## config.mk

```make
export PLATFORM = sky130hd
export DESIGN_NAME = merge_sort_external_compare
export DESIGN_NICKNAME = d
export VERILOG_FILES = /design/src/rtl/mse_pkg.sv /design/src/rtl/mse_ram.sv /design/src/rtl/merge_sort_external_compare.sv
export VERILOG_INCLUDE_DIRS = /design/src /design/src/rtl
export SDC_FILE = /design/constraint.sdc
export NUM_CORES = 1
export LEC_CHECK = 0
export BUFFER_PORTS_ARGS = -buffer_cell sky130_fd_sc_hd__buf_2
export CORE_MARGIN = 5
export CORE_UTILIZATION = 50
export CTS_BUF_LIST = sky130_fd_sc_hd__clkbuf_16
export DETAILED_ROUTE_END_ITERATION = 10
export PLACE_DENSITY = 0.76
export SYNTH_ARGS = -nofsm -noshare
export SYNTH_HDL_FRONTEND = slang
export SYNTH_SLANG_ARGS = --single-unit
```

## constraint.sdc

```tcl
create_clock -name i_clk -period 8.8 [get_ports i_clk]
set_input_delay 1.76 -clock i_clk [delete_from_list [all_inputs] [get_ports i_clk]]
set_output_delay 1.76 -clock i_clk [all_outputs]
set_load 0.05 [all_outputs]
```

## src/rtl/merge_sort_external_compare_assert.svh

```systemverilog
// ----------------------------------------------------------------------------
// Merge sort assertion macros
// Shorthand for the concurrent checks at the end of the top level.
// ----------------------------------------------------------------------------
`ifndef MERGE_SORT_EXTERNAL_COMPARE_ASSERT_SVH
`define MERGE_SORT_EXTERNAL_COMPARE_ASSERT_SVH

// Check that a condition holds at every clock edge outside reset
`define MSE_ASSERT_ALWAYS(label, clk, rst_n, expr, msg) \
    label: assert property (@(posedge clk) disable iff (!rst_n) (expr)) else $error(msg);

// Check that a consequent holds in the same cycle as its antecedent
`define MSE_ASSERT_IMPLIES(label, clk, rst_n, ante, cons, msg) \
    label: assert property (@(posedge clk) disable iff (!rst_n) (ante) |-> (cons)) \
        else $error(msg);

// Check that a consequent holds in the cycle after its antecedent
`define MSE_ASSERT_NEXT(label, clk, rst_n, ante, cons, msg) \
    label: assert property (@(posedge clk) disable iff (!rst_n) (ante) |=> (cons)) \
        else $error(msg);

`endif

```

## src/rtl/mse_pkg.sv

```systemverilog
// ----------------------------------------------------------------------------
// Merge sort package
// Field widths, command and result codes and the register map.
// ----------------------------------------------------------------------------
`timescale 1ns / 1ps

package mse_pkg;

    // Payload field widths
    localparam int LEN_W  = 7;
    localparam int IDX_W  = 6;
    localparam int IN_DW  = 8;
    localparam int OUT_DW = 24;

    // Input command codes (s_axis_tuser)
    localparam logic CMD_START  = 1'b0;
    localparam logic CMD_ANSWER = 1'b1;

    // Result kind codes (m_axis_tuser)
    localparam logic KIND_REQ = 1'b0;
    localparam logic KIND_POS = 1'b1;

    // Register map
    localparam int          APB_AW       = 2;
    localparam logic [1:0]  ADDR_REVERSE = 2'd0;

endpackage

```

## src/rtl/mse_ram.sv

```systemverilog
// ----------------------------------------------------------------------------
// Merge sort RAM
// Simple dual-port RAM: one write port, one read port with registered data.
// ----------------------------------------------------------------------------
`timescale 1ns / 1ps

module mse_ram #(
    parameter int WIDTH = 6,
    parameter int DEPTH = 64
) (
    input  logic                     i_clk,
    input  logic                     i_we,
    input  logic [$clog2(DEPTH)-1:0] i_waddr,
    input  logic [WIDTH-1:0]         i_wdata,
    input  logic [$clog2(DEPTH)-1:0] i_raddr,
    output logic [WIDTH-1:0]         o_rdata
);

    logic [WIDTH-1:0] r_mem [DEPTH];
    logic [WIDTH-1:0] r_rdata;

    // Write one entry, register the read data
    always_ff @(posedge i_clk) begin
        if (i_we) begin
            r_mem[i_waddr] <= i_wdata;
        end
        r_rdata <= r_mem[i_raddr];
    end

    assign o_rdata = r_rdata;

endmodule

```

## src/rtl/merge_sort_external_compare.sv

```systemverilog
// ----------------------------------------------------------------------------
// Merge sort with external comparison
// Stable bottom-up merge sort of item positions; key compares are answered
// by the requester through the input stream.
// ----------------------------------------------------------------------------
// Usage:
//   s_axis carries commands: tuser 0 starts a sort of tdata[6:0] items
//   (saturated to MAX_ITEMS), tuser 1 answers the open compare request with
//   tdata[7]. m_axis carries results: tuser 0 is a compare request asking
//   whether key[first] < key[second], tuser 1 is one sorted original position,
//   tlast marks the final one. The APB register reverse swaps the operands of
//   every request for a descending sort.
//   A start loads the identity order into the order RAM, then each merge pass walks
//   its runs through one shared read port, copying tail items without asking
//   and issuing the next request after each answer. After the last pass the
//   positions are read back and leave one by one. s_axis_tready is high
//   only while idle or waiting for an answer; a start while waiting drops the
//   running sort, an answer while idle is ignored.
//   One output register holds the current result; while the receiver stalls
//   the sequencer waits before loading the next one. Synchronous reset
//   returns to idle with no result pending; the RAM contents need no clearing.
// ----------------------------------------------------------------------------
`timescale 1ns / 1ps

module merge_sort_external_compare
    import mse_pkg::*;
#(
    parameter int MAX_ITEMS = 64
) (
    input  logic                 i_clk,
    input  logic                 i_rst_n,
    // command stream
    input  logic                 s_axis_tvalid,
    output logic                 s_axis_tready,
    input  logic [IN_DW-1:0]     s_axis_tdata,   // [6:0] length, [7] answer
    input  logic                 s_axis_tuser,   // [0] command
    // result stream
    output logic                 m_axis_tvalid,
    input  logic                 m_axis_tready,
    output logic [OUT_DW-1:0]    m_axis_tdata,   // [5:0] first_index,
                                                 // [11:6] second_index,
                                                 // [17:12] sorted_index
    output logic                 m_axis_tuser,   // [0] kind
    output logic                 m_axis_tlast,   // last
    // configuration
    input  logic                 psel,
    input  logic                 penable,
    input  logic                 pwrite,
    input  logic [APB_AW-1:0]    paddr,
    input  logic [31:0]          pwdata,
    output logic [31:0]          prdata,
    output logic                 pready
);

    `include "merge_sort_external_compare_assert.svh"

    localparam int AW = $clog2(MAX_ITEMS);
    localparam int CW = $clog2(MAX_ITEMS + 1);
    localparam int WW = CW + 1;
    localparam int PW = CW + 2;
    localparam int LW = (CW > LEN_W) ? CW : LEN_W;

    // Sequencer states
    localparam logic [3:0] ST_IDLE = 4'd0;
    localparam logic [3:0] ST_INIT = 4'd1;
    localparam logic [3:0] ST_PASS = 4'd2;
    localparam logic [3:0] ST_OPEN = 4'd3;
    localparam logic [3:0] ST_HEAD = 4'd4;
    localparam logic [3:0] ST_COPY = 4'd5;
    localparam logic [3:0] ST_CMPL = 4'd6;
    localparam logic [3:0] ST_CMPR = 4'd7;
    localparam logic [3:0] ST_REQ  = 4'd8;
    localparam logic [3:0] ST_WAIT = 4'd9;
    localparam logic [3:0] ST_EMRD = 4'd10;
    localparam logic [3:0] ST_EMLD = 4'd11;

    logic [3:0]    r_state, n_state;
    logic [CW-1:0] r_n, n_n;
    logic [WW-1:0] r_width, n_width;
    logic [PW-1:0] r_pstart, n_pstart;
    logic [CW-1:0] r_le, n_le;
    logic [CW-1:0] r_re, n_re;
    logic [CW-1:0] r_lp, n_lp;
    logic [CW-1:0] r_rp, n_rp;
    logic [CW-1:0] r_op, n_op;
    logic [CW-1:0] r_x, n_x;
    logic          r_src, n_src;
    logic [AW-1:0] r_lhead, n_lhead;
    logic [AW-1:0] r_rhead, n_rhead;
    logic          r_reverse;

    logic              r_out_valid;
    logic              r_out_kind;
    logic [IDX_W-1:0]  r_out_a;
    logic [IDX_W-1:0]  r_out_b;
    logic [IDX_W-1:0]  r_out_s;
    logic              r_out_last;

    logic              w_load;
    logic              w_load_kind;
    logic [IDX_W-1:0]  w_load_a;
    logic [IDX_W-1:0]  w_load_b;
    logic [IDX_W-1:0]  w_load_s;
    logic              w_load_last;

    logic          w_in_acc;
    logic          w_out_free;
    logic [LEN_W-1:0] w_len;
    logic [CW-1:0] w_len_sat;
    logic          w_l_has;
    logic          w_r_has;
    logic [PW-1:0] w_end_l;
    logic [PW-1:0] w_end_r;
    logic [PW-1:0] w_n_ext;
    logic          w_is_last;
    logic          w_bal_ok;

    logic          w_we;
    logic [AW-1:0] w_waddr;
    logic [AW-1:0] w_wdata;
    logic          w_wbank;
    logic [CW-1:0] w_raddr;
    logic [AW-1:0] w_rd0;
    logic [AW-1:0] w_rd1;
    logic [AW-1:0] w_rdata;

    // Handshake and decode
    assign w_in_acc      = s_axis_tvalid && s_axis_tready;
    assign s_axis_tready = (r_state == ST_IDLE) || (r_state == ST_WAIT);
    assign w_out_free    = !r_out_valid || m_axis_tready;
    assign w_len         = s_axis_tdata[LEN_W-1:0];
    assign w_len_sat     = (LW'(w_len) > LW'(MAX_ITEMS)) ? CW'(MAX_ITEMS) : CW'(w_len);

    // Run bounds for the next run pair
    assign w_n_ext  = PW'(r_n);
    assign w_end_l  = r_pstart + PW'(r_width);
    assign w_end_r  = r_pstart + {r_width, 1'b0};
    assign w_l_has  = r_lp < r_le;
    assign w_r_has  = r_rp < r_re;
    assign w_is_last = (CW'(r_x + 1'b1) == r_n);
    assign w_bal_ok  = (CW'(r_op + r_le) == CW'(r_lp + r_rp));

    // Ping-pong order RAMs: read the source bank, write the other
    assign w_rdata = r_src ? w_rd1 : w_rd0;

    mse_ram #(
        .WIDTH (AW),
        .DEPTH (MAX_ITEMS)
    ) u_bank0 (
        .i_clk   (i_clk),
        .i_we    (w_we && !w_wbank),
        .i_waddr (w_waddr),
        .i_wdata (w_wdata),
        .i_raddr (AW'(w_raddr)),
        .o_rdata (w_rd0)
    );

    mse_ram #(
        .WIDTH (AW),
        .DEPTH (MAX_ITEMS)
    ) u_bank1 (
        .i_clk   (i_clk),
        .i_we    (w_we && w_wbank),
        .i_waddr (w_waddr),
        .i_wdata (w_wdata),
        .i_raddr (AW'(w_raddr)),
        .o_rdata (w_rd1)
    );

    // Select the read address
    always_comb begin
        case (r_state)
            ST_CMPR, ST_REQ:  w_raddr = r_rp;
            ST_EMRD, ST_EMLD: w_raddr = r_x;
            default:          w_raddr = w_l_has ? r_lp : r_rp;
        endcase
    end

    // Sequence the sort
    always_comb begin
        n_state  = r_state;
        n_n      = r_n;
        n_width  = r_width;
        n_pstart = r_pstart;
        n_le     = r_le;
        n_re     = r_re;
        n_lp     = r_lp;
        n_rp     = r_rp;
        n_op     = r_op;
        n_x      = r_x;
        n_src    = r_src;
        n_lhead  = r_lhead;
        n_rhead  = r_rhead;

        w_we     = 1'b0;
        w_wbank  = !r_src;
        w_waddr  = AW'(r_op);
        w_wdata  = w_rdata;

        w_load      = 1'b0;
        w_load_kind = KIND_REQ;
        w_load_a    = '0;
        w_load_b    = '0;
        w_load_s    = '0;
        w_load_last = 1'b0;

        case (r_state)
            ST_IDLE, ST_WAIT: begin
                if (w_in_acc) begin
                    if (s_axis_tuser == CMD_START) begin
                        n_n     = w_len_sat;
                        n_x     = '0;
                        n_width = WW'(1);
                        n_src   = 1'b0;
                        n_state = ST_INIT;
                    end else if (r_state == ST_WAIT) begin
                        // take the right head on a true answer, else the left
                        w_we    = 1'b1;
                        w_wdata = s_axis_tdata[LEN_W] ? r_rhead : r_lhead;
                        n_op    = r_op + 1'b1;
                        if (s_axis_tdata[LEN_W]) begin
                            n_rp = r_rp + 1'b1;
                        end else begin
                            n_lp = r_lp + 1'b1;
                        end
                        n_state = ST_HEAD;
                    end
                end
            end
            ST_INIT: begin
                // load the identity order into bank 0
                if (r_x < r_n) begin
                    w_we    = 1'b1;
                    w_wbank = 1'b0;
                    w_waddr = AW'(r_x);
                    w_wdata = AW'(r_x);
                    n_x     = r_x + 1'b1;
                end else begin
                    n_state = ST_PASS;
                end
            end
            ST_PASS: begin
                if (r_width < WW'(r_n)) begin
                    n_pstart = '0;
                    n_state  = ST_OPEN;
                end else begin
                    n_x     = '0;
                    n_state = (r_n == '0) ? ST_IDLE : ST_EMRD;
                end
            end
            ST_OPEN: begin
                if (r_pstart < w_n_ext) begin
                    n_le    = CW'((w_end_l < w_n_ext) ? w_end_l : w_n_ext);
                    n_re    = CW'((w_end_r < w_n_ext) ? w_end_r : w_n_ext);
                    n_lp    = CW'(r_pstart);
                    n_rp    = CW'((w_end_l < w_n_ext) ? w_end_l : w_n_ext);
                    n_op    = CW'(r_pstart);
                    n_state = ST_HEAD;
                end else begin
                    // pass done: swap banks, double the run width
                    n_src   = !r_src;
                    n_width = {r_width[WW-2:0], 1'b0};
                    n_state = ST_PASS;
                end
            end
            ST_HEAD: begin
                if (w_l_has && w_r_has) begin
                    n_state = ST_CMPL;
                end else if (w_l_has || w_r_has) begin
                    n_state = ST_COPY;
                end else begin
                    n_pstart = w_end_r;
                    n_state  = ST_OPEN;
                end
            end
            ST_COPY: begin
                // copy one tail item without asking
                w_we = 1'b1;
                n_op = r_op + 1'b1;
                if (w_l_has) begin
                    n_lp = r_lp + 1'b1;
                end else begin
                    n_rp = r_rp + 1'b1;
                end
                n_state = ST_HEAD;
            end
            ST_CMPL: begin
                n_state = ST_CMPR;
            end
            ST_CMPR: begin
                n_lhead = w_rdata;
                n_state = ST_REQ;
            end
            ST_REQ: begin
                // issue the compare request once the output is free
                if (w_out_free) begin
                    n_rhead     = w_rdata;
                    w_load      = 1'b1;
                    w_load_kind = KIND_REQ;
                    w_load_a    = r_reverse ? IDX_W'(r_lhead) : IDX_W'(w_rdata);
                    w_load_b    = r_reverse ? IDX_W'(w_rdata) : IDX_W'(r_lhead);
                    n_state     = ST_WAIT;
                end
            end
            ST_EMRD: begin
                n_state = ST_EMLD;
            end
            ST_EMLD: begin
                // emit one sorted position
                if (w_out_free) begin
                    w_load      = 1'b1;
                    w_load_kind = KIND_POS;
                    w_load_s    = IDX_W'(w_rdata);
                    w_load_last = w_is_last;
                    n_x         = r_x + 1'b1;
                    n_state     = w_is_last ? ST_IDLE : ST_EMRD;
                end
            end
            default: begin
                n_state = ST_IDLE;
            end
        endcase
    end

    // Control registers
    always_ff @(posedge i_clk) begin
        if (!i_rst_n) begin
            r_state     <= ST_IDLE;
            r_out_valid <= 1'b0;
        end else begin
            r_state <= n_state;
            if (w_load) begin
                r_out_valid <= 1'b1;
            end else if (m_axis_tready) begin
                r_out_valid <= 1'b0;
            end
        end
    end

    // Datapath registers
    always_ff @(posedge i_clk) begin
        r_n      <= n_n;
        r_width  <= n_width;
        r_pstart <= n_pstart;
        r_le     <= n_le;
        r_re     <= n_re;
        r_lp     <= n_lp;
        r_rp     <= n_rp;
        r_op     <= n_op;
        r_x      <= n_x;
        r_src    <= n_src;
        r_lhead  <= n_lhead;
        r_rhead  <= n_rhead;
        if (w_load) begin
            r_out_kind <= w_load_kind;
            r_out_a    <= w_load_a;
            r_out_b    <= w_load_b;
            r_out_s    <= w_load_s;
            r_out_last <= w_load_last;
        end
    end

    assign m_axis_tvalid = r_out_valid;
    assign m_axis_tuser  = r_out_kind;
    assign m_axis_tlast  = r_out_last;
    assign m_axis_tdata  = {(OUT_DW - 3 * IDX_W)'(0), r_out_s, r_out_b, r_out_a};

    // Configuration register
    always_ff @(posedge i_clk) begin
        if (!i_rst_n) begin
            r_reverse <= 1'b0;
        end else if (psel && penable && pwrite && pready && (paddr == ADDR_REVERSE)) begin
            r_reverse <= pwdata[0];
        end
    end

    assign pready = 1'b1;
    assign prdata = (paddr == ADDR_REVERSE) ? 32'(r_reverse) : 32'd0;

    // Checks
    `MSE_ASSERT_IMPLIES(a_wait_heads, i_clk, i_rst_n, (r_state == ST_WAIT),
        (w_l_has && w_r_has), "request open with an empty run")
    `MSE_ASSERT_IMPLIES(a_merge_balance, i_clk, i_rst_n,
        ((r_state == ST_HEAD) || (r_state == ST_WAIT)), w_bal_ok,
        "merge output position out of step with run heads")
    `MSE_ASSERT_IMPLIES(a_width_onehot, i_clk, i_rst_n, (r_state != ST_IDLE),
        $onehot(r_width), "run width not a power of two")
    `MSE_ASSERT_NEXT(a_req_shown, i_clk, i_rst_n, ((r_state == ST_REQ) && w_out_free),
        ((r_state == ST_WAIT) && m_axis_tvalid && (m_axis_tuser == KIND_REQ)),
        "compare request not presented while waiting")

endmodule

```

* Word-level counts from Yosys, hierarchy flattened
Memory sizes are Yosys's and may differ from the RTL's. A register that Yosys moved wholly into a read port is not among the register bits.
Cells that the tools add are included.
** Word-level totals
- Memories :: 2
- Bits in registers :: 105
- Bits in writable memories :: 768
- Output and inout port bits :: 61
- Word-level logic and storage cells :: 184
- Input bits :: 50
** Memory list
- u_bank0.r_mem :: words 64, width 6, read ports 1, clocked after memory_dff 1, write ports 1, RTL line mse_ram.sv:19 : logic [WIDTH-1:0] r_mem [DEPTH];
- u_bank1.r_mem :: words 64, width 6, read ports 1, clocked after memory_dff 1, write ports 1, RTL line mse_ram.sv:19
** Operators by class
- Muxes and demuxes :: 80
- Reductions and logical operators :: 36
- $lt $le $gt $ge :: 8
- Bitwise operators :: 1
- Eq/ne operators :: 31
- Add/sub/neg operators :: 6
** Operator list (count)
- $mux 7 :: 22
- $mux 6 :: 11
- $pmux 7 s3 :: 3
- $pmux 4 s11 :: 1
- $mux 4 :: 9
- $ne 2x2->1 const B :: 18
- $add 7x1->7 const B :: 4
- $pmux 7 s4 :: 1
- $lt 9x7->1 :: 3
- $mux 9 :: 3
- $mux 8 :: 3
- $pmux 6 s2 :: 2
- $lt 7x7->1 :: 3
- $mux 1 :: 18
- $pmux 9 s2 :: 1
- $eq 4x3->1 const B :: 4
- $eq 4x4->1 const B :: 4
- $pmux 8 s2 :: 1
- $reduce_and 7->1 :: 2
- $reduce_and 5->1 :: 2
- $add 9x8->9 :: 1
- $add 9x9->9 :: 1
- $mux 3 :: 3
- $eq 4x2->1 const B :: 2
- other kinds (22) :: 40

* Depth between registers and ports, before layout
Gate-level depths: netlist of run 1.
- Depth in word-level cells :: 8
- Depth in mapped cells :: 18
- Depth with buffers taken out :: 15

* Hierarchy
Synthesis of run 1 repeated with hierarchy kept, for this count alone.
** Unflattened totals
- Cells, all modules :: 2163
- Area total of the unflattened synthesis :: 37638.6 um^2
** Modules (own cells, without submodules)
- mse_ram (u_bank1) :: area an instance 15225.9 um^2, times used 1, cells each 720, sequential area each 11651.2 um^2
- mse_ram (u_bank0) :: area an instance 15205.8 um^2, times used 1, cells each 729, sequential area each 11651.2 um^2
- merge_sort_external_compare :: area an instance 7206.9 um^2, times used 1, cells each 714, sequential area each 3032.9 um^2

* Worst setup path after synthesis of run 1
Ideal clock, no wire load.
- Kind :: flip-flop to flip-flop
- Start :: reg r_x[0]
- End :: mem u_bank0.r_mem[0][0], data pin
- Library setup time :: 1198 ps
- Arrival :: 7489 ps
- Path buffers :: 3
- Data required time :: 7602 ps
- Setup slack :: 113 ps
- Period minus slack after synthesis :: 8687 ps
- Stages on the path, launching flop included :: 15
- Path through :: edfxtp_1 > clkbuf_1 > inv_1 > ha_1 > nor2b_1 > o21a_1 > o21a_1 > o21a_1 > o21a_1 > o21ai_1 > nand3b_1 > clkbuf_1 > buf_1 > nand2_1 > o21ai_0
** On the way
- Cells in the longest elaborated chain, start to end :: 3
** RTL lines
- from (decl) :: RTL line merge_sort_external_compare.sv:86 : logic [CW-1:0] r_x, n_x;
- from (signal assigned) :: RTL line merge_sort_external_compare.sv:350 : r_x <= n_x;
- $lt 7x7->1 :: RTL line merge_sort_external_compare.sv:232 : if (r_x < r_n) begin
- $mux 6 (*) :: RTL line merge_sort_external_compare.sv:232
- $pmux 6 s2 (*) :: RTL line merge_sort_external_compare.sv:207 : case (r_state)
- via u_bank0.i_wdata[0] :: RTL line mse_ram.sv:14 : input logic [WIDTH-1:0] i_wdata,
- to (decl) :: RTL line mse_ram.sv:19
Mark *: on every way through the listed nets, which the timed path passes. The rest lies on a longest branch.

* Worst setup path in the final report of run 1
- Start :: reg r_n[1]
- End :: mem u_bank1.r_mem[40][4], data pin
** On the way
- Cells in the longest elaborated chain, start to end :: 3
** RTL lines
- from (decl) :: RTL line merge_sort_external_compare.sv:78 : logic [CW-1:0] r_n, n_n;
- from (signal assigned) :: RTL line merge_sort_external_compare.sv:342 : r_n <= n_n;
- $lt 7x7->1 :: RTL line merge_sort_external_compare.sv:232
- $mux 6 :: RTL line merge_sort_external_compare.sv:232
- $pmux 6 s2 :: RTL line merge_sort_external_compare.sv:207
- via u_bank0.i_wdata[4] :: RTL line mse_ram.sv:14
- to (decl) :: RTL line mse_ram.sv:19
The timed path passes the listed nets, and every way through them passes these cells.

==> reports/metrics.cfg, run 1 <==
[floorplan]
chipWidth_um = 287
die_area_um2 = 82500
ios = 111
core_area_um2 = 76100
start_util_pct = 50.5
chipHeight_um = 287
std_cell_rows = 101

[sta]
period_needed_ns = 5.32
fin_worst_skew_ns = 0.0405
drv_slew = 0
finalHoldViolations = 0
fin_crit_sh_pct = 60.5
slew_headroom_pct = 22.5
setup_violations = 0
tightest_slew_ns = 1.16
tns_ns = 0
worst_slack_ns = 3.48
rsz0062_at_grt = false
fmax_ghz = 0.188

[pwr]
leakage_uw = 0.0147
p_total_uw = 14100
max-vdd-ir-drop_mv = 0.437
pwr_density_cell_nw_per_um2 = 335

[detailed_routing]
wl_met3_um = 8690
wirelength_um = 94700
wl_met1_um = 37100
drt_iter0_drc = 2937
via_per_inst = 6.07
drcViolationCount = 0
dr_wl_met2_um = 45400
num_vias = 24200
wl_per_cell_um = 23.8
drt_pass1_iterations = 6
ant_nets = 0
top_layer_used = met4

[min_path]
whs_path_depth = 1
hp-class = register to register

[yosys]
synth.avg_cell_area_um2 = 13.2
yosys_warnings = 0
synth.area.mux_share_pct = 4.05
synth_cells = 2904
ys_seq_elements = 883
synthArstFlopShare_pct = 0
synth_compound_gate_area_share_pct = 9.58
synth_top_family_by_area = simple AND/OR/NAND/NOR gates
synth_area_um2 = 38400
netlist-cell-type-count = 78
synth_xor_area_share_pct = 0.888
synthSimpleGateAreaFrac_pct = 11.2
synth_edf_count = 865
synthFlopType = edfxtp_1
synthAdderAreaFrac_pct = 2.15
ys_seq_area_share_pct = 68.5

[cts]
h-tree-depth = 3
clk_path_buf_depth = 3
clock_tree.root_cell = clkbuf_16
path_clk_slew_ns = 0.06
cts_made_buffers = 84
post_cts_buffers = 0
clock-sinks = 883
insertion_delay_ns = 0.65
tritoncts = built
hold_buffers = 0
cts_repair_resize_count = 0

[critical_path]
required_ns = 9.14
critPathMaxFanout = 69
ff2ff_path_depth = 13
critical_path_class = register to register
startpoint_type = register
end_kind = register
arrival_ns = 5.67

[finish]
syn2layout_area_growth_pct = 9.29
drive_gt1_share_pct = 8.20
nFillCells = 5975
mostFrequentLayoutCells = edfxtp_1, nand2_1, nor2_1
final_common_cell = edfxtp_1
nets = 2997

[grt]
grt_max_degree = 133
grt_pass1_vias = 24000
grt_overflow = 0
grt_usage_pct = 22.5
antenna_found_initial = 2
grt_pass1_wl_um = 143000

[place]
gp_congestion = 0.905
dpl_worst_slack_ns = 3.59
numPortBuffers = 41
dp_hpwl_um = 58600

[outcome]
status = complete, no violations

[flow_run]
maxCapViolCount = 0

## layer usage
metal  GRT usage [%]  vias up
li1                -    10800
met3            3.98      200
met5               0        -
met2            36.9     1259
met1            30.2    11900
met4            8.76        0
## worst max-delay path: stages (launching register included)
cell and delay, ns:
edfxtp_1 0.51, inv_1 0.33, ha_1 0.39, nor2b_1 0.12
o21a_1 0.11, o21a_1 0.11, o21a_1 0.12, o21a_1 0.11
o21ai_1 0.08, nand3b_1 0.71, nand2_1 0.60, o221ai_4 0.48
buf_4 0.57, buf_4 0.72
## worst paths after layout
kind / start / end / slack, ns
worst max-delay path: r_n[1] / u_bank1.r_mem[40][4] / 3.48
worst min-delay path: r_width[6] / r_width[7] / 0.65
worst max register to register: r_n[1] / u_bank1.r_mem[40][4] / 3.48
worst min register to register: r_width[6] / r_width[7] / 0.65
## cells by family (layout without fill, tap and decap cells)
kind of cell | count (synthesis) | after routing
and+or+nand+nor | 952 | 952
DFF | 883 | 883
AOI/OAI and AO/OA | 529 | 529
buffers and inverters | 279 | 290
muxes | 155 | 155
adders and majority gates | 65 | 65
xor gates and xnor gates | 39 | 39
other | 2 | 39
## registers in the layout, indices dropped and copies added (netlist names), 7 cells and up
signal         cells
u_bank0.r_mem    384
u_bank1.r_mem    384
r_pstart           8
r_width            8
r_le               7
r_lp               7
r_n                7
r_re               7
r_rp               7
r_x                7
## cells in the mapped netlist (13+ instances only)
cell,instances,share of area (%)
nand2b_1,17,0.28
nand3_1,127,1.7
and2_1,17,0.28
edfxtp_1,865,68
a31oi_1,38,0.62
a211oi_1,76,1.5
a31o_2,14,0.32
a211o_1,20,0.46
o211ai_1,21,0.41
o21ai_1,17,0.22
inv_1,53,0.52
a32oi_1,22,0.50
buf_4,55,1.1
xnor2_1,26,0.59
ha_1,63,2.1
mux2i_1,150,3.9
nor2_1,208,2.0
o22ai_1,50,0.81
o21a_1,30,0.59
a21o_1,19,0.37
and3_1,74,1.2
dfxtp_1,18,0.94
nor3_1,23,0.30
o21ai_0,77,1.0
a21oi_1,66,0.86
nor2b_1,24,0.39
buf_2,58,0.76
nand2_1,408,4.0
xor2_1,13,0.30
clkbuf_1,92,0.90
nand4_1,20,0.33
## cell type report
cell class / count / area, µm² / share of cell area, %
multi-input cells: 1778 / 11000 / 26.1
flip-flops and latches: 883 / 26300 / 62.7
repair buffers: 80 / 523 / 1.24
clock buffers: 86 / 2150 / 5.12
well taps: 1030 / 1290 / 3.07
diodes: 1 / 2.50 / 0.00596
clock inverters: 69 / 531 / 1.26
inverters: 55 / 206 / 0.491
## per-stage QoR
step | instances | cell area (µm²) | utilization (%) | hold WS [ns]
global route | 3981 | 42000 | 55.2 | 0.670
detailed placement | 3826 | 39300 | 51.7 | 0.640
global placement | 3826 | 39300 | 51.7 | 0.622
CTS | 3981 | 42000 | 55.2 | 0.656
finish | 3982 | 42000 | 55.2 | 0.653
floorplan | 2940 | 38600 | - | 0.580
## report_power, final
| group | switching, µW | internal, µW | leakage, µW | total (µW) |
|---|---|---|---|---|
| clock | 1560 | 1960 | 0.00140 | 3520 |
| sequential | 153 | 6170 | 0.00798 | 6330 |
| combinational | 3270 | 958 | 0.00533 | 4230 |
No activity file was read; power rests on OpenSTA's default activity.
==> run 2: changes to the inputs <==
ABC_AREA = 1   (was not set)
PLACE_DENSITY = 0.73   (was 0.76)
clock period = 5 ns   (was 8.8 ns; I/O delays follow)
==> reports/metrics.cfg, run 2 <==
[outcome]
status = complete, no violations

[cts]
path_clk_slew_ns = 0.06
cts_repair_resize_count = 0
clock_tree.root_cell = clkbuf_16
clock-sinks = 883
insertion_delay_ns = 0.66
tritoncts = built
h-tree-depth = 3
clk_path_buf_depth = 3
hold_buffers = 0
post_cts_buffers = 0
cts_made_buffers = 91

[critical_path]
cp_slowest_stage_delay_ns = 0.75
reg2reg_setup_slack_ns = 0.51
critPathMaxFanout = 13
crit_top_cell = inv_1
startpoint = r_n[2]
startpoint_type = register
r2r-end = u_bank1.r_mem[37][2]
critical_path_class = register to register
arrival_ns = 4.75
reg2reg_from = r_n[2]
required_ns = 5.26
cp_slowest_cell = nor3_1
ff2ff_path_depth = 13
end_kind = register
critical_path.cell_chain = inv_1, ha_1, a21oi_1, o21ai_0, nand4_1, nand2_1, nor2_2, nand2_1, o21ai_2, inv_1, nor3_2, inv_1, nor3_1

[sta]
tightest_slew_ns = 1.14
fmax_ghz = 0.223
rsz0062_at_grt = false
drv_slew = 0
fin_crit_sh_pct = 89.8
period_needed_ns = 4.49
slew_headroom_pct = 23.6
setup_violations = 0
fin_worst_skew_ns = 0.0244
finalHoldViolations = 0

[min_path]
hp-start = r_state[0]
whs_endpoint = r_state[0]
hp-class = register to register
whs_path_depth = 2

[yosys]
synth.top_cell.area_share_pct = 62.1
synth_area_um2 = 41900
yosys_warnings = 0
synth_cells = 4296
netlist-cell-type-count = 54
synth.avg_cell_area_um2 = 9.74
synth.area.top_cells = edfxtp_1, nand3_1, nand2_1
synth_common_cells = nand2_1, edfxtp_1, inv_1
synth_most_common_cell = nand2_1
ys_seq_elements = 883
synthArstFlopShare_pct = 0
ys_seq_area_share_pct = 62.9
synth_top_cell_by_area = edfxtp_1
synthFlopType = edfxtp_1
synth_edf_count = 865

[floorplan]
chipHeight_um = 299
chipWidth_um = 299
core_area_um2 = 83300
ios = 111
start_util_pct = 50.3
std_cell_rows = 106
die_area_um2 = 89600

[finish]
nFillCells = 6913
n_antenna_cell = 0
final_area_um2 = 46500
syn2layout_area_growth_pct = 11.0
seq_area_um2 = 26300
mostFrequentLayoutCells = nand2_1, inv_1, edfxtp_1
largest_registers = u_bank0.r_mem: 384 flops, u_bank1.r_mem: 384 flops
fin_cells = 5509
nets = 4474
fin_util_pct = 55.8
multiInputGateArea_um2 = 11300
drive_gt1_share_pct = 7.81
final_common_cell = nand2_1

[grt]
grt_overflow = 0
grt_pass1_vias = 28500
grt_max_degree = 115
grt_usage_pct = 22.4
grt_pass1_wl_um = 158000
antenna_found_initial = 0

[detailed_routing]
wirelength_um = 103000
drcViolationCount = 0
num_vias = 29700
via_per_inst = 5.40
drt_iter0_drc = 3369
drt_pass1_iterations = 6
ant_nets = 0
wl_per_cell_um = 18.6

[flow_run]
maxCapViolCount = 0

[place]
gp_congestion = 0.877
dp_hpwl_um = 62900
dp.cells = 5346
numPortBuffers = 41
place_area_um2 = 43700

[pwr]
p_total_uw = 21400
leakage_uw = 0.0201
pwr_density_cell_nw_per_um2 = 461
max-vdd-ir-drop_mv = 0.487

run 2: cell type report:
type / instances / area share (%)
tap: 1080 / 2.91
inverter: 877 / 7.08
clock buffer: 94 / 5.06
sequential: 883 / 56.7
timing repair buffer: 176 / 3.00
clock inverter: 69 / 1.00
multi-input combinational: 2330 / 24.3
run 2: worst max-delay path: cells and delay by family (launching register included):
family	cells	cell delay (ns)
compound gates	3	0.50
fa+ha+maj	1	0.31
buf+inv	3	0.71
flops	1	0.47
simple gates	6	2.10
run 2: stage by stage:
| stage | hold WS [ns] | setup TNS [ns] | worst slack [ns] |
|---|---|---|---|
| global route | 0.550 | 0 | 0.300 |
| CTS | 0.512 | 0 | 0.610 |
| finish | 0.517 | 0 | 0.510 |
| floorplan | 0.483 | -631.72 | -0.987 |
| detailed placement | 0.505 | 0 | 0.618 |
| global placement | 0.506 | 0 | 0.711 |
run 2: kinds of logic after synthesis:
family,after synthesis,share of synthesized area [%]
and+or+nand+nor,2051,21.6
buffers and inverters,1119,10.9
DFF,883,62.9
AOI/OAI and AO/OA,151,2.13
adders and majority gates,65,1.98
xor gates and xnor gates,25,0.523
other,2,0.0179
run 2: worst max path at each step:
stage                                       to  depth (start not counted)
after global placement    u_bank1.r_mem[37][4]                         13
after global routing      u_bank1.r_mem[37][2]                         13
after floorplan            u_bank0.r_mem[0][1]                          5
after detailed placement  u_bank1.r_mem[37][5]                         13
final                     u_bank1.r_mem[37][2]                         13
after CTS                 u_bank1.r_mem[37][2]                         13
run 2: where the power goes:
part / switching [µW] / internal [µW] / total [µW]
logic: 4120 / 1230 / 5350
clock network: 2770 / 3690 / 6460
registers: 88.8 / 9530 / 9620
total: 6980 / 14500 / 21400
run 2: layer usage:
metal  routed length [µm]  part of all wire, %  GRT usage (%)
met2                49000                   48           36.6
met4                 4310                  4.2           9.33
met3                 8490                  8.3           3.41
met5                    0                    0              0
met1                40900                   40           30.2
